### src/rtl/dnsf_pkg.sv
// dnsf_pkg: shared types, constants and field positions of the dns resolver packet filter
// used by the frame parser, the top level and the checker
// no dependencies
package dnsf_pkg;

   // saturation limit of the per-frame byte count
   localparam int MAX_FRAME_BYTES = 16383;
   localparam int POS_W           = $clog2(MAX_FRAME_BYTES + 1);

   localparam int ETH_LEN         = 14;
   localparam int IP_HDR_MIN      = 20;
   localparam int WORD_BYTES      = 4;
   localparam int MIN_IHL         = 5;
   localparam int MAX_IHL         = 15;
   localparam int L4_PORT_BYTES   = 4;
   localparam int DPORT_OFS       = 2;
   localparam int L4_W            = $clog2(ETH_LEN + WORD_BYTES * MAX_IHL + L4_PORT_BYTES + 1);

   localparam logic [15:0] ETHERTYPE_IPV4 = 16'h0800;
   localparam logic [7:0]  PROTO_TCP      = 8'd6;
   localparam logic [7:0]  PROTO_UDP      = 8'd17;
   localparam logic [15:0] RESOLVER_PORT  = 16'd53;

   typedef logic [POS_W-1:0] pos_type;
   typedef logic [L4_W-1:0]  l4_type;

   // byte offsets within the ethernet frame
   localparam pos_type POS_ETYPE_HI    = POS_W'(12);
   localparam pos_type POS_ETYPE_LO    = POS_W'(13);
   localparam pos_type POS_IHL         = POS_W'(14);
   localparam pos_type POS_FRAG_HI     = POS_W'(20);
   localparam pos_type POS_FRAG_LO     = POS_W'(21);
   localparam pos_type POS_PROTO       = POS_W'(23);
   localparam pos_type POS_DADDR_FIRST = POS_W'(30);
   localparam pos_type POS_DADDR_LAST  = POS_W'(33);

   typedef enum logic [1:0] {
      VERDICT_DROP = 2'd0,
      VERDICT_PASS = 2'd1,
      VERDICT_CONT = 2'd2
   } verdict_type;

   // register map: register i at byte address 4*i
   localparam int CSR_COUNT  = 2;
   localparam int CSR_ADDR_W = $clog2(CSR_COUNT * 4);

   typedef enum logic [0:0] {
      CSR_RESOLVER = 1'b0,
      CSR_CHAIN    = 1'b1
   } csr_index_type;

   // frame fields as they stand after the current byte
   typedef struct packed {
      pos_type     len;
      logic        decided;
      verdict_type held_verdict;
      logic [3:0]  header_words;
      logic        is_tcp_or_udp;
      logic        later_fragment;
      logic [31:0] dst_addr;
      logic [15:0] l4_dport;
   } frame_info_type;

endpackage

### src/rtl/dnsf_channels.sv
// dnsf_channels: valid/ready channel interfaces for frame bytes and verdicts
// no dependencies
interface dnsf_req_if;
   logic       valid;
   logic       ready;
   logic [7:0] frame_byte;
   logic       frame_end;

   modport source (output valid, frame_byte, frame_end, input ready);
   modport sink   (input valid, frame_byte, frame_end, output ready);
endinterface

interface dnsf_rsp_if;
   logic       valid;
   logic       ready;
   logic [1:0] verdict;
   logic [7:0] next_stage;

   modport source (output valid, verdict, next_stage, input ready);
   modport sink   (input valid, verdict, next_stage, output ready);
endinterface

### src/rtl/dnsf_frame_parser.sv
// dnsf_frame_parser: byte counter and header field capture for one frame at a time
// depends on dnsf_pkg
module dnsf_frame_parser
   import dnsf_pkg::*;
(
   input  logic           clock,
   input  logic           reset,
   input  logic           take,
   input  logic [7:0]     frame_byte,
   input  logic           frame_end,
   output frame_info_type info
);

   pos_type     pos_ff, pos_in;
   logic [7:0]  etype_hi_ff, etype_hi_in;
   logic [3:0]  hw_ff, hw_in;
   logic        l4_ok_ff, l4_ok_in;
   logic        frag_ff, frag_in;
   logic [31:0] daddr_ff, daddr_in;
   logic [15:0] dport_ff, dport_in;
   logic        decided_ff, decided_in;
   verdict_type held_ff, held_in;

   logic [7:0]  etype_hi_upd;
   l4_type      l4_start;
   logic        active;

   assign l4_start = L4_W'(ETH_LEN) + L4_W'(hw_ff) * L4_W'(WORD_BYTES);
   assign active   = pos_ff < POS_W'(MAX_FRAME_BYTES);

   always_comb begin
      info         = '{len: pos_ff, decided: decided_ff, held_verdict: held_ff,
                       header_words: hw_ff, is_tcp_or_udp: l4_ok_ff,
                       later_fragment: frag_ff, dst_addr: daddr_ff, l4_dport: dport_ff};
      etype_hi_upd = etype_hi_ff;
      if (take && active) begin
         info.len = pos_ff + POS_W'(1);
         if (!decided_ff) begin
            if (pos_ff == POS_ETYPE_HI) begin
               etype_hi_upd = frame_byte;
            end else if (pos_ff == POS_ETYPE_LO) begin
               if (etype_hi_ff != ETHERTYPE_IPV4[15:8] || frame_byte != ETHERTYPE_IPV4[7:0]) begin
                  info.decided      = 1'b1;
                  info.held_verdict = VERDICT_PASS;
               end
            end else if (pos_ff == POS_IHL) begin
               info.header_words = frame_byte[3:0];
            end else if (pos_ff == POS_FRAG_HI) begin
               info.later_fragment = frame_byte[4:0] != 5'd0;
            end else if (pos_ff == POS_FRAG_LO) begin
               if (frame_byte != 8'd0) begin
                  info.later_fragment = 1'b1;
               end
            end else if (pos_ff == POS_PROTO) begin
               info.is_tcp_or_udp = (frame_byte == PROTO_TCP) || (frame_byte == PROTO_UDP);
            end else if (pos_ff >= POS_DADDR_FIRST && pos_ff <= POS_DADDR_LAST) begin
               info.dst_addr = {daddr_ff[23:0], frame_byte};
            end
            // destination port sits two bytes into the l4 header
            if (hw_ff >= 4'(MIN_IHL) && pos_ff > POS_IHL) begin
               if (pos_ff == POS_W'(l4_start + L4_W'(DPORT_OFS))) begin
                  info.l4_dport = {frame_byte, 8'd0};
               end else if (pos_ff == POS_W'(l4_start + L4_W'(DPORT_OFS + 1))) begin
                  info.l4_dport = {dport_ff[15:8], frame_byte};
               end
            end
         end
      end
   end

   always_comb begin
      pos_in      = info.len;
      etype_hi_in = etype_hi_upd;
      hw_in       = info.header_words;
      l4_ok_in    = info.is_tcp_or_udp;
      frag_in     = info.later_fragment;
      daddr_in    = info.dst_addr;
      dport_in    = info.l4_dport;
      decided_in  = info.decided;
      held_in     = info.held_verdict;
      // every frame starts from a clean slate
      if (take && frame_end) begin
         pos_in      = '0;
         etype_hi_in = '0;
         hw_in       = '0;
         l4_ok_in    = 1'b0;
         frag_in     = 1'b0;
         daddr_in    = '0;
         dport_in    = '0;
         decided_in  = 1'b0;
         held_in     = VERDICT_DROP;
      end
   end

   always_ff @(posedge clock) begin
      if (reset) begin
         pos_ff      <= '0;
         etype_hi_ff <= '0;
         hw_ff       <= '0;
         l4_ok_ff    <= 1'b0;
         frag_ff     <= 1'b0;
         daddr_ff    <= '0;
         dport_ff    <= '0;
         decided_ff  <= 1'b0;
         held_ff     <= VERDICT_DROP;
      end else begin
         pos_ff      <= pos_in;
         etype_hi_ff <= etype_hi_in;
         hw_ff       <= hw_in;
         l4_ok_ff    <= l4_ok_in;
         frag_ff     <= frag_in;
         daddr_ff    <= daddr_in;
         dport_ff    <= dport_in;
         decided_ff  <= decided_in;
         held_ff     <= held_in;
      end
   end

endmodule

### src/rtl/dns_resolver_packet_filter_top.sv
// dns_resolver_packet_filter_top: per-frame verdict on dns traffic to an approved resolver
// depends on dnsf_pkg, dnsf_channels and dnsf_frame_parser
//
// usage
//   req_chan carries one ethernet frame byte per transaction in wire order, with
//   frame_end high on the last byte of the frame
//   rsp_chan carries one verdict transaction per frame: drop, pass, or continue with
//   next_stage set to the configured chain position (next_stage is zero otherwise)
//   csr port: resolver_address at 0x0, chain_position at 0x4, apb-style, no wait states
// timing
//   one byte is taken every cycle that req ready is high; header fields are captured
//   as they go past and the verdict is formed in the same cycle as the last byte, then
//   held in the output register, so the result appears in the cycle after that byte;
//   one byte per cycle is sustained unless the receiver stalls the single result register
// stall
//   while a verdict waits in the output register and the receiver is not ready,
//   req ready drops for every byte; it rises again in the cycle the verdict is taken,
//   so no verdict is lost or overwritten
// reset
//   synchronous reset clears both registers, the frame state and the output valid bit;
//   the first byte after reset is taken as the start of a frame
module dns_resolver_packet_filter_top
   import dnsf_pkg::*;
(
   input  logic                  clock,
   input  logic                  reset,
   dnsf_req_if.sink              req_chan,
   dnsf_rsp_if.source            rsp_chan,
   input  logic                  csr_psel,
   input  logic                  csr_penable,
   input  logic                  csr_pwrite,
   input  logic [CSR_ADDR_W-1:0] csr_paddr,
   input  logic [31:0]           csr_pwdata,
   output logic [31:0]           csr_prdata,
   output logic                  csr_pready
);

   // configuration registers
   logic [31:0] resolver_ff, resolver_in;
   logic [7:0]  chain_ff, chain_in;
   logic        csr_write;
   csr_index_type csr_sel;

   // output register
   logic        rsp_valid_ff, rsp_valid_in;
   verdict_type verdict_ff, verdict_in;
   logic [7:0]  next_stage_ff, next_stage_in;

   logic           take;
   logic           load;
   frame_info_type info;
   l4_type         l4_start;
   verdict_type    verdict;

   // ---------------- configuration port ----------------
   assign csr_pready = 1'b1;
   assign csr_write  = csr_psel && csr_penable && csr_pwrite;
   assign csr_sel    = csr_index_type'(csr_paddr[2]);

   always_comb begin
      resolver_in = resolver_ff;
      chain_in    = chain_ff;
      if (csr_write) begin
         unique case (csr_sel)
            CSR_RESOLVER: resolver_in = csr_pwdata;
            CSR_CHAIN:    chain_in    = csr_pwdata[7:0];
            default: ;
         endcase
      end
   end

   always_comb begin
      unique case (csr_sel)
         CSR_RESOLVER: csr_prdata = resolver_ff;
         CSR_CHAIN:    csr_prdata = {24'd0, chain_ff};
         default:      csr_prdata = '0;
      endcase
   end

   // ---------------- byte intake ----------------
   // a waiting verdict only blocks intake when the receiver stalls it
   assign req_chan.ready = !rsp_valid_ff || rsp_chan.ready;
   assign take           = req_chan.valid && req_chan.ready;
   assign load           = take && req_chan.frame_end;

   dnsf_frame_parser u_parser (
      .clock      (clock),
      .reset      (reset),
      .take       (take),
      .frame_byte (req_chan.frame_byte),
      .frame_end  (req_chan.frame_end),
      .info       (info)
   );

   // ---------------- verdict ----------------
   // checks in priority order, on the fields as they stand after the last byte
   assign l4_start = L4_W'(ETH_LEN) + L4_W'(info.header_words) * L4_W'(WORD_BYTES);

   always_comb begin
      if (info.len < POS_W'(ETH_LEN)) begin
         verdict = VERDICT_DROP;
      end else if (info.decided) begin
         verdict = info.held_verdict;
      end else if (info.len < POS_W'(ETH_LEN + IP_HDR_MIN)) begin
         verdict = VERDICT_DROP;
      end else if (info.header_words < 4'(MIN_IHL)) begin
         verdict = VERDICT_DROP;
      end else if (info.len < POS_W'(l4_start)) begin
         verdict = VERDICT_DROP;
      end else if (info.later_fragment) begin
         verdict = VERDICT_DROP;
      end else if (!info.is_tcp_or_udp) begin
         verdict = VERDICT_PASS;
      end else if (info.len < POS_W'(l4_start + L4_W'(L4_PORT_BYTES))) begin
         verdict = VERDICT_DROP;
      end else if (info.l4_dport != RESOLVER_PORT) begin
         verdict = VERDICT_PASS;
      end else if (info.dst_addr != resolver_ff) begin
         verdict = VERDICT_DROP;
      end else begin
         verdict = VERDICT_CONT;
      end
   end

   // ---------------- output register ----------------
   always_comb begin
      rsp_valid_in  = rsp_valid_ff;
      verdict_in    = verdict_ff;
      next_stage_in = next_stage_ff;
      if (load) begin
         rsp_valid_in  = 1'b1;
         verdict_in    = verdict;
         next_stage_in = (verdict == VERDICT_CONT) ? chain_ff : 8'd0;
      end else if (rsp_chan.ready) begin
         rsp_valid_in = 1'b0;
      end
   end

   always_ff @(posedge clock) begin
      if (reset) begin
         resolver_ff  <= '0;
         chain_ff     <= '0;
         rsp_valid_ff <= 1'b0;
      end else begin
         resolver_ff  <= resolver_in;
         chain_ff     <= chain_in;
         rsp_valid_ff <= rsp_valid_in;
      end
   end

   // payload needs no reset
   always_ff @(posedge clock) begin
      verdict_ff    <= verdict_in;
      next_stage_ff <= next_stage_in;
   end

   assign rsp_chan.valid      = rsp_valid_ff;
   assign rsp_chan.verdict    = verdict_ff;
   assign rsp_chan.next_stage = next_stage_ff;

endmodule

### src/flat_wrapper.sv
// flat-port wrapper written by rule: the top's interface ports become plain ports
module dns_resolver_packet_filter_top_flat import dnsf_pkg::*;
  (clock, reset, csr_psel, csr_penable, csr_pwrite, csr_paddr, csr_pwdata, csr_prdata, csr_pready, req_chan_valid, req_chan_frame_byte, req_chan_frame_end, req_chan_ready, rsp_chan_valid, rsp_chan_verdict, rsp_chan_next_stage, rsp_chan_ready);
  dnsf_req_if req_chan_i ();
  dnsf_rsp_if rsp_chan_i ();
  input  logic clock;
  input  logic reset;
  input  logic csr_psel;
  input  logic csr_penable;
  input  logic csr_pwrite;
  input  logic [CSR_ADDR_W-1:0] csr_paddr;
  input  logic [31:0] csr_pwdata;
  output logic [31:0] csr_prdata;
  output logic csr_pready;
  input wire logic [$bits(req_chan_i.valid)-1:0] req_chan_valid;
  input wire logic [$bits(req_chan_i.frame_byte)-1:0] req_chan_frame_byte;
  input wire logic [$bits(req_chan_i.frame_end)-1:0] req_chan_frame_end;
  output wire logic [$bits(req_chan_i.ready)-1:0] req_chan_ready;
  output wire logic [$bits(rsp_chan_i.valid)-1:0] rsp_chan_valid;
  output wire logic [$bits(rsp_chan_i.verdict)-1:0] rsp_chan_verdict;
  output wire logic [$bits(rsp_chan_i.next_stage)-1:0] rsp_chan_next_stage;
  input wire logic [$bits(rsp_chan_i.ready)-1:0] rsp_chan_ready;
  assign req_chan_i.valid = req_chan_valid;
  assign req_chan_i.frame_byte = req_chan_frame_byte;
  assign req_chan_i.frame_end = req_chan_frame_end;
  assign req_chan_ready = req_chan_i.ready;
  assign rsp_chan_valid = rsp_chan_i.valid;
  assign rsp_chan_verdict = rsp_chan_i.verdict;
  assign rsp_chan_next_stage = rsp_chan_i.next_stage;
  assign rsp_chan_i.ready = rsp_chan_ready;
  dns_resolver_packet_filter_top u_core (.clock(clock), .reset(reset), .req_chan(req_chan_i), .rsp_chan(rsp_chan_i), .csr_psel(csr_psel), .csr_penable(csr_penable), .csr_pwrite(csr_pwrite), .csr_paddr(csr_paddr), .csr_pwdata(csr_pwdata), .csr_prdata(csr_prdata), .csr_pready(csr_pready));
endmodule
### config.mk
export PLATFORM = sky130hd
export DESIGN_NAME = dns_resolver_packet_filter_top_flat
export DESIGN_NICKNAME = d
export VERILOG_FILES = /design/src/rtl/dnsf_pkg.sv /design/src/rtl/dnsf_channels.sv /design/src/rtl/dnsf_frame_parser.sv /design/src/rtl/dns_resolver_packet_filter_top.sv /design/src/flat_wrapper.sv
export SDC_FILE = /design/constraint.sdc
export NUM_CORES = 1
export LEC_CHECK = 0
export ABC_AREA = 1
export BUFFER_PORTS_ARGS = -buffer_cell sky130_fd_sc_hd__clkbuf_2
export CAP_MARGIN = 10
export CORE_ASPECT_RATIO = 0.75
export CORE_MARGIN = 4
export CORE_UTILIZATION = 63
export DETAILED_ROUTE_END_ITERATION = 7
export GPL_TIMING_DRIVEN = 1
export PLACE_DENSITY = 0.93
export SLEW_MARGIN = 20
export SYNTH_ARGS = -nofsm -noshare
export SYNTH_HDL_FRONTEND = slang
export SYNTH_SLANG_ARGS = --single-unit
### constraint.sdc
create_clock -name clock -period 6.9 [get_ports clock]
set_input_delay 0.69 -clock clock [delete_from_list [all_inputs] [get_ports clock]]
set_output_delay 0.69 -clock clock [all_outputs]
set_load 0.005 [all_outputs]
After elaboration in Yosys (flattened, before gate mapping)
Index checks and enable logic that the tools add are counted.
W data, S select, Z words.

storage, ports and cells
  register bits after elaboration = 130
  bits in latches = 0
  RAM bits = 0
  bits in read-only memories = 0
  input bits = 51
  output and inout bits = 45
  memories kept = 0

operators by class
  add/subtract/negate cells = 6
  $mul = 0
  div/mod/pow operators = 0
  $lt $le $gt $ge = 10
  equality and inequality tests = 14
  shifts and indexed selects = 0
  mux-type cells = 34
  bitwise gates (word level) = 2
  reduce and logical (&&, ||, !) cells = 18

operators with widths
  kind                     number
  $mux W32                 4
  $mux W71                 1
  $pmux W32 S2             1
  $mux W57                 1
  $eq A14 B4 Y1 const B    3
  $eq A14 B5 Y1 const B    3
  $mux W41                 1
  $mux W38                 1
  $mux W34                 1
  $mux W16                 2
  $ne A32 B32 Y1           1
  $eq A14 B8 Y1            2
  $mux W2                  10
  $add A7 B2 Y8 const B    2
  $ne A16 B6 Y1 const B    1
  $add A14 B1 Y14 const B  1
  $add A4 B6 Y7 const A    2
  $ge A14 B5 Y1 const B    1
  $gt A14 B4 Y1 const B    1
  $le A14 B6 Y1 const B    1
  $lt A14 B14 Y1           1
  $lt A14 B14 Y1 const B   1
  $lt A14 B4 Y1 const B    1
  $lt A14 B6 Y1 const B    1
  22 further kinds         40

Logic depth before layout (Yosys ltp)
Gate-level depths: netlist (run 1).

  depth after elaboration = 23
  mapped depth = 30
  gate-level depth less buffers = 30

By module
A second synthesis (run 1) with hierarchy kept.

second synthesis, totals
  cell total of the unflattened synthesis = 1116
  area total of the unflattened synthesis = 7429.6 sq um

modules (own cells, without submodules)
  module                          instances  cells an instance  area an instance (sq um)
  dnsf_frame_parser               1          609                4231.6
  dns_resolver_packet_filter_top  1          507                3198.1

Worst setup path after synthesis (run 1)
Ideal clock, no wire load.

  path kind = in2reg
  from = in rsp_chan_ready
  to = reg u_core.next_stage_ff[0] (netlist: u_core.rsp_chan.next_stage[0]), data pin
  library setup time = 141 ps
  data arrival time = 4134 ps
  required time = 6759 ps
  path slack = 2625 ps
  stages on the path = 24
  path buffers = 0
  cell sequence = inv_1 -> a21boi_2 -> nand3_1 -> nor2_1 -> nand2_1 -> o21ai_1 -> ha_1 -> inv_1 -> nand3_1 -> nand2_1 -> nor3_1 -> xor2_1 -> ha_1 -> nand2_1 -> or3b_2 -> o21ai_0 -> nand4_1 -> nand2_1 -> nand2_1 -> inv_1 -> nand4_1 -> nand2_1 -> nand3_2 -> nor2_1

between the ends
  longest elaborated chain between the ends = 16
  elaborated cells between the ends (all ways) = 24

RTL lines
  item                                             line                                                                          source
  from (decl)                                      flat_wrapper.sv:22                                                            input wire logic [$bits(rsp_chan_i.ready)-1:0] rsp_chan_ready;
  $logic_or A1 B1 Y1 *                             dns_resolver_packet_filter_top.sv:82                                          assign req_chan.ready = !rsp_valid_ff || rsp_chan.ready;
  $logic_and A1 B1 Y1 *                            dns_resolver_packet_filter_top.sv:83                                          assign take = req_chan.valid && req_chan.ready;
  $logic_and A1 B1 Y1 *                            dnsf_frame_parser.sv:36                                                       if (take && active) begin
  $mux W71 *                                       dnsf_frame_parser.sv:36
  $add A4 B6 Y7 or $ne A32 B32 Y1 (tied branches)  dns_resolver_packet_filter_top.sv:97, dns_resolver_packet_filter_top.sv:118
  $add A7 B3 Y8 or $mux W2 (tied branches)         dns_resolver_packet_filter_top.sv:114, dns_resolver_packet_filter_top.sv:118
  $lt A14 B14 Y1 or $mux W2 (tied branches)        dns_resolver_packet_filter_top.sv:114, dns_resolver_packet_filter_top.sv:116
  $mux W2                                          dns_resolver_packet_filter_top.sv:114                                         end else if (info.len < POS_W'(l4_start + L4_W'(L4_PORT_BYTES))) begin
  $mux W2                                          dns_resolver_packet_filter_top.sv:112                                         end else if (!info.is_tcp_or_udp) begin
  $mux W2                                          dns_resolver_packet_filter_top.sv:110                                         end else if (info.later_fragment) begin
  $mux W2                                          dns_resolver_packet_filter_top.sv:108                                         end else if (info.len < POS_W'(l4_start)) begin
  $mux W2                                          dns_resolver_packet_filter_top.sv:106                                         end else if (info.header_words < 4'(MIN_IHL)) begin
  $mux W2                                          dns_resolver_packet_filter_top.sv:104                                         end else if (info.len < POS_W'(ETH_LEN + IP_HDR_MIN)) begin
  $mux W2                                          dns_resolver_packet_filter_top.sv:102                                         end else if (info.decided) begin
  $mux W2 *                                        dns_resolver_packet_filter_top.sv:100                                         if (info.len < POS_W'(ETH_LEN)) begin
  $eq A2 B2 Y1 *                                   dns_resolver_packet_filter_top.sv:133                                         next_stage_in = (verdict == VERDICT_CONT) ? chain_ff : 8'd0;
  to (signal assigned)                             dns_resolver_packet_filter_top.sv:154                                         next_stage_ff <= next_stage_in;
  to (decl)                                        dns_resolver_packet_filter_top.sv:47                                          logic [7:0] next_stage_ff, next_stage_in;

Mark *: on every way between the ends. The rest lies on a longest branch, timed or not.
A chain may end at the register's enable or synchronous reset.

Worst setup path after layout (run 1)
  from = reg u_core.u_parser.pos_ff[0]
  to = reg u_core.next_stage_ff[0] (netlist: u_core.rsp_chan.next_stage[0]), data pin

between the ends
  longest elaborated chain between the ends = 23
  elaborated cells between the ends (all ways) = 55

RTL lines
  item                                                                     line                                   source
  from (decl)                                                              dnsf_frame_parser.sv:14                pos_type pos_ff, pos_in;
  from (signal assigned)                                                   dnsf_frame_parser.sv:107               pos_ff <= pos_in;
  $ge A14 B5 Y1 or $le A14 B6 Y1 (tied branches)                           dnsf_frame_parser.sv:56                end else if (pos_ff >= POS_DADDR_FIRST && pos_ff <= POS_DADDR_LAST) begin
  $logic_and A1 B1 Y1                                                      dnsf_frame_parser.sv:56
  $mux W32                                                                 dnsf_frame_parser.sv:56
  $mux W32                                                                 dnsf_frame_parser.sv:54                end else if (pos_ff == POS_PROTO) begin
  $mux W32                                                                 dnsf_frame_parser.sv:50                end else if (pos_ff == POS_FRAG_LO) begin
  $mux W32                                                                 dnsf_frame_parser.sv:48                end else if (pos_ff == POS_FRAG_HI) begin
  $mux W34                                                                 dnsf_frame_parser.sv:46                end else if (pos_ff == POS_IHL) begin
  $mux W38                                                                 dnsf_frame_parser.sv:41                end else if (pos_ff == POS_ETYPE_LO) begin
  $mux W41                                                                 dnsf_frame_parser.sv:39                if (pos_ff == POS_ETYPE_HI) begin
  $mux W57                                                                 dnsf_frame_parser.sv:38                if (!decided_ff) begin
  $mux W71 *                                                               dnsf_frame_parser.sv:36
  parallel branches: the longest is 10 deep, another holds $lt A14 B14 Y1  -
  $mux W2 *                                                                dns_resolver_packet_filter_top.sv:100
  $eq A2 B2 Y1 *                                                           dns_resolver_packet_filter_top.sv:133

Every way passes the cells marked *.

==> metrics.yaml, run 1 <==
path_depth: 27
grt_pass1_wl_mm: 31.95
dr.pass1.iters: 5
drv_cap: 0
r2r_end: "u_core.rsp_chan.next_stage[0]"
place_hpwl_mm: 13.24
finalMaxSlewViolations: 0
synth.area.top_cells: "dfxtp_1, nand2_1, nor2_1"
yosysWarnings: 0
io_pins: 96
worstSetupPathType: "register to register"
synthTopCellsByCount: "nand2_1, nor2_1, inv_1, dfxtp_1, a21oi_1"
hp-class: "register to register"
via_count: 7400
finalInstanceArea_sq_um: 8250
startpoint_type: "register"
setup_viol: 0
numCtsBuffers: 17
cp_slowest_cell: "dfxtp_1"
grt_pass1_vias: 6652
slowest_delay_ps: 460
leakage_nw: 4.023
cts_buffer_depth: 2
post-place-ws_ps: 1774
fin_skew_ps: 8.496
die_x_um: 131.4
rr_startpoint: "u_core.u_parser.pos_ff[0]"
grt_max_degree: 79
initial_core_util_pct: 65.05
status: "complete, no violations"
worst_pin_slew_ps: 1053
fmax_mhz: 199.3
power_density_nw_per_um2: 222.5
crit_start: "u_core.u_parser.pos_ff[0]"
fin_hold_ws_ps: 470.8
cts_tree: "built"
fin_crit_sh_pct: 72.73
multi_input_area_sq_um: 3785
tns_ps: 0
routed_wl_mm: 19.35
fillCellCount: 804
place_area_sq_um: 7645
clkSinkCount: 130
max-slew-margin-rel_pct: 29.72
rows: 33
area_growth_pct: 14.62
synth_seq_area_share_pct: 37.55
synth_top_cell_by_area: "dfxtp_1"
synth.avg_cell_area_sq_um: 6.610
yosys.cell_count.top_type: "nand2_1"
setup_ws_ps: 1882
crit_end: "u_core.rsp_chan.next_stage[0]"
track_usage_pct: 29.62
synth_edf_count: 10
postCtsSetupRepairBufs: 0
r2r_slack_ps: 1880
yosys.area.top_type_share_pct: 33.37
cp.arrival_ps: 5300
async_flop_share_pct: 0
final_hold_viol_count: 0
routabilityCongestion: 0.9004
drc_errors: 0
drive_above_1_share_pct: 13.34
cts_root_buf: "clkbuf_16"
antenna_found_initial: 0
hold_buffers: 0
synthCells: 1089
drtAntennaViolNets: 0
h-tree-depth: 4
synthDistinctLibCells: 41
ys.flop_type: "dfxtp_1"
post-route-min-period_ps: 5018
nNetsFinal: 1236
die_area_sq_um: 13220
first_iter_violations: 938
crit_path_max_fanout: 8
cp_num_buf_inv: 2
overflow: 0
die_y_um: 100.6
syn_area_sq_um: 7198
peakVddDrop_mv: 0.1867
crit_top_cell: "nand2_1"
endpoint_kind: "register"
rr_worst_depth: 27
ys_ff_latch: 130
critPathRequiredTime_ps: 7180
port_buffers: 92
worstSkewPairLatency_ps: 430
regArea_sq_um: 2703
vias_per_cell: 5.619
avgRoutedWirePerCell_um: 14.69
core_area_sq_um: 11070
postLayoutCoreUtil_pct: 74.56
critPathTopFamily: "simple AND/OR/NAND/NOR gates"
path_clk_slew_ps: 60
cts.repair.resized: 0
rsz0062_at_grt: "false"
antenna_cells: 0
-- layout make-up --
class,count,share of cell area (%)
multi-input combinational,787,45.88
sequential,130,32.76
inverter,133,6.051
timing repair buffer,95,5.854
clock buffer,17,5.156
clock inverter,15,2.184
tap,140,2.123
-- worst min-delay path, cell delays in order (launching register included) --
cell and delay, ps:
dfxtp_1 310, inv_1 60, a21oi_1 50
-- sequential cells by signal (all words and copies together) (netlist names) --
signal                       count
u_core.u_parser.dport_ff        16
u_core.chain_ff                  8
u_core.u_parser.etype_hi_ff      8
u_core.u_parser.l4_ok_ff         1
u_core.u_parser.daddr_ff        32
u_core.u_parser.hw_ff            4
u_core.u_parser.held_ff          2
u_core.u_parser.pos_ff          14
u_core.rsp_chan.verdict          2
u_core.resolver_ff              32
u_core.rsp_chan.next_stage       8
u_core.u_parser.frag_ff          1
u_core.rsp_chan.valid            1
u_core.u_parser.decided_ff       1
-- per-stage QoR --
stage,instances,total power (W)
detailed placement,1285,0.0009194
global route,1317,0.001892
global placement,1285,0.0009178
floorplan,1090,0.0008732
finish,1317,0.001835
CTS,1317,0.001836
-- how the worst min path moves through the flow --
stage	from	endpoint	slack [ps]	cells past startpoint
after detailed placement	u_core.chain_ff[5]	u_core.chain_ff[5]	460	2
after CTS	u_core.u_parser.etype_hi_ff[4]	u_core.u_parser.etype_hi_ff[4]	470	2
final	u_core.chain_ff[5]	u_core.chain_ff[5]	470	2
after global routing	u_core.u_parser.dport_ff[9]	u_core.u_parser.dport_ff[9]	490	2
after global placement	u_core.u_parser.held_ff[0]	u_core.u_parser.held_ff[0]	440	2
after floorplan	u_core.u_parser.held_ff[0]	u_core.u_parser.held_ff[0]	440	2
-- report_power, final --
| group | internal, W | total (W) | switching, W |
|---|---|---|---|
| clock network | 0.000570 | 0.000927 | 0.000357 |
| logic | 0.0000401 | 0.000128 | 0.0000877 |
| registers | 0.000772 | 0.000781 | 0.00000891 |
-- routing by layer --
layer	global-route usage [%]	routed length [um]
met3	7.585	2039
met2	44.55	8218
met5	0	0
met4	9.524	441
met1	41.94	8646
-- placed cells by master, fill, tap and decap left out, types with 9 or more instances in the layout --
cell type  count
nand3_1       71
nor2_1       159
o21ai_0       72
o21ai_1       13
a21oi_1       92
ha_1          21
clkbuf_16     17
clkbuf_2      92
dfxtp_1      120
inv_1        123
edfxtp_1      10
xor2_1        17
nand2_1      283
nand4_1        9
-- logic make-up (layout without fill, tap and decap cells) --
group / Yosys count / after routing / synth area share [%]
AO/OA/AOI/OAI: 190 / 190 / 13.73
adder cells (fa/ha/maj): 21 / 21 / 3.650
flip-flops: 130 / 130 / 37.55
XOR/XNOR: 19 / 19 / 2.416
other: 1 / 2 / 0.05210
buffers and inverters: 173 / 260 / 9.960
AND/OR/NAND/NOR: 555 / 555 / 32.64
No activity file was read; power rests on OpenSTA's default activity.
==> run 2: changes to the inputs <==
- ABC_AREA: 1 -> 0
- CORE_UTILIZATION: 63 -> 53
- PLACE_DENSITY: 0.93 -> 0.84
- clock period: 6.9 -> 4.36 ns (I/O delays scaled with it)
==> metrics.yaml, run 2 <==
status: "complete, no violations"
critPathRequiredTime_ps: 4540
fmax_mhz: 239.3
async_flop_share_pct: 0
syn_area_sq_um: 7148
cp_slowest_cell: "nor4_4"
via_count: 6923
rows: 36
leakage_nw: 3.460
grt_pass1_wl_mm: 33.09
final_hold_viol_count: 0
drv_cap: 0
reg_top3: "u_core.resolver_ff: 32 flops, u_core.u_parser.daddr_ff: 32 flops, u_core.u_parser.dport_ff: 16 flops"
drive_above_1_share_pct: 19.62
multi_input_area_sq_um: 4059
vias_per_cell: 5.968
core_area_sq_um: 13110
fillCellCount: 1080
path_cells: "nor4_4, nand4_4, nor4_4, buf_4, nor2_1, a21oi_2, ha_2, nor3_2, xnor2_1, ha_1, o21a_1, o21ai_0, inv_1, o21ai_1, a2111oi_2, a31oi_2, buf_4, and3b_1"
worst_pin_slew_ps: 977.2
cts_tree: "built"
layoutNonFillerInstCount: 1160
worstSetupPathType: "register to register"
die_area_sq_um: 15430
fin_skew_ps: 7.822
cts_buffer_depth: 2
layout_commonest_cell: "nand2_1"
power_density_nw_per_um2: 340.9
port_buffers: 92
ys.flop_type: "dfxtp_1"
io_pins: 96
cts_root_buf: "clkbuf_16"
synth_edf_count: 10
numCtsBuffers: 17
regArea_sq_um: 2703
hold_buffers: 0
place_hpwl_mm: 14.99
hold_start: "csr_pwdata[24]"
cp_num_buf_inv: 3
synthCells: 879
track_usage_pct: 26.89
placed_cells: 1127
die_x_um: 142.1
peakVddDrop_mv: 0.2750
cp.arrival_ps: 4350
drc_errors: 0
antenna_found_initial: 0
yosys.cell_count.top_type: "nand2_1"
rr_startpoint: "u_core.u_parser.pos_ff[9]"
post-route-min-period_ps: 4179
max-slew-margin-rel_pct: 34.85
critPathTopFamily: "simple AND/OR/NAND/NOR gates"
synth.area.top_cells: "dfxtp_1, nand2_1, a21oi_1"
synthTopCellsByCount: "nand2_1, dfxtp_1, nor2_1, a21oi_1, inv_1"
overflow: 0
synth_seq_area_share_pct: 37.81
drtAntennaViolNets: 0
path_clk_slew_ps: 70
synth_top_cell_by_area: "dfxtp_1"
yosysWarnings: 0
avgRoutedWirePerCell_um: 18.17
fin_crit_sh_pct: 95.85
endpoint_kind: "register"
dr.pass1.iters: 8
crit_start: "u_core.u_parser.pos_ff[9]"
clkSinkCount: 130
setup_viol: 0
ys_ff_latch: 130
die_y_um: 108.6
grt_max_degree: 48
yosys.area.top_type_share_pct: 33.61
synthDistinctLibCells: 73
grt_pass1_vias: 6374
first_iter_violations: 944
worstSkewPairLatency_ps: 420
layout_common_cells: "nand2_1, dfxtp_1, clkbuf_2, nor2_1, a21oi_1"
crit_path_max_fanout: 9
h-tree-depth: 4
area_growth_pct: 19.01
initial_core_util_pct: 54.53
hp-class: "input pin to register"
nNetsFinal: 1048
routed_wl_mm: 21.07
finalMaxSlewViolations: 0
synth.avg_cell_area_sq_um: 8.132
antenna_cells: 0
slowest_delay_ps: 420
fin_hold_ws_ps: 227.6
routabilityCongestion: 0.9671
startpoint_type: "register"
[run 2: tightest hold or removal path: stages]
cell and delay (ps):
clkbuf_2 80, nand2_1 40, a21oi_1 50
[run 2: timing repair]
action	4_1_cts	5_1_grt
pin swaps	0	4
gates resized for setup	2	9
setup endpoints to repair	9	10
buffers inserted	0	1
[run 2: stage by stage]
| stage | setup TNS [ps] | setup slack [ps] | util [%] | total power [W] | cell area [sq um] |
|---|---|---|---|---|---|
| detailed placement | -30.32 | -15.86 | 59.93 | 0.001422 | 7855 |
| floorplan | 0 | 184.2 | - | 0.001345 | 7152 |
| global placement | 0 | 122.8 | 59.80 | 0.001420 | 7839 |
| global route | -72.65 | -14.52 | 64.90 | 0.002974 | 8507 |
| CTS | 0 | 31.42 | 64.60 | 0.002898 | 8467 |
| finish | 0 | 180.8 | 64.90 | 0.002900 | 8507 |
[run 2: logic make-up after synthesis]
logic type      after synthesis  share of synthesized area, %
buf+inv                     102                         6.144
compound gates              177                         16.35
fa+ha+maj                    21                         3.676
simple gates                381                         27.08
other cells                   1                       0.05246
flops                       130                         37.81
mux                          35                         4.971
xor+xnor                     32                         3.921
[run 2: final cells by class]
type,instances,area share [%]
clock buffer,17,5.001
clock inverter,15,2.162
inverter,52,2.294
multi-input combinational,648,47.71
sequential,130,31.77
tap,171,2.515
timing repair buffer,127,8.545
[run 2: worst paths after layout]
check | endpoint | slack (ps) | cells past startpoint
worst max register to register | u_core.rsp_chan.next_stage[4] | 180 | 18
worst max-delay path | u_core.rsp_chan.next_stage[4] | 180 | 18
worst min-delay path | u_core.resolver_ff[24] | 230 | 3
worst min register to register | u_core.resolver_ff[7] | 460 | 2
[run 2: metal layers]
layer	global-route usage (%)	vias up	part of all wire, %
met2	39.33	375	43
met4	7.466	0	1.5
met5	0	-	0
met1	38.95	3228	45
li1	-	3280	-
met3	7.294	40	11
[run 2: where the power goes]
part | internal (W) | total, W | leakage (nW) | switching, W
sequential | 0.00122 | 0.00123 | 1.06 | 0.0000127
combinational | 0.0000624 | 0.000175 | 2.11 | 0.000113
clock | 0.000872 | 0.00150 | 0.295 | 0.000624
total | 0.00215 | 0.00290 | 3.46 | 0.000750
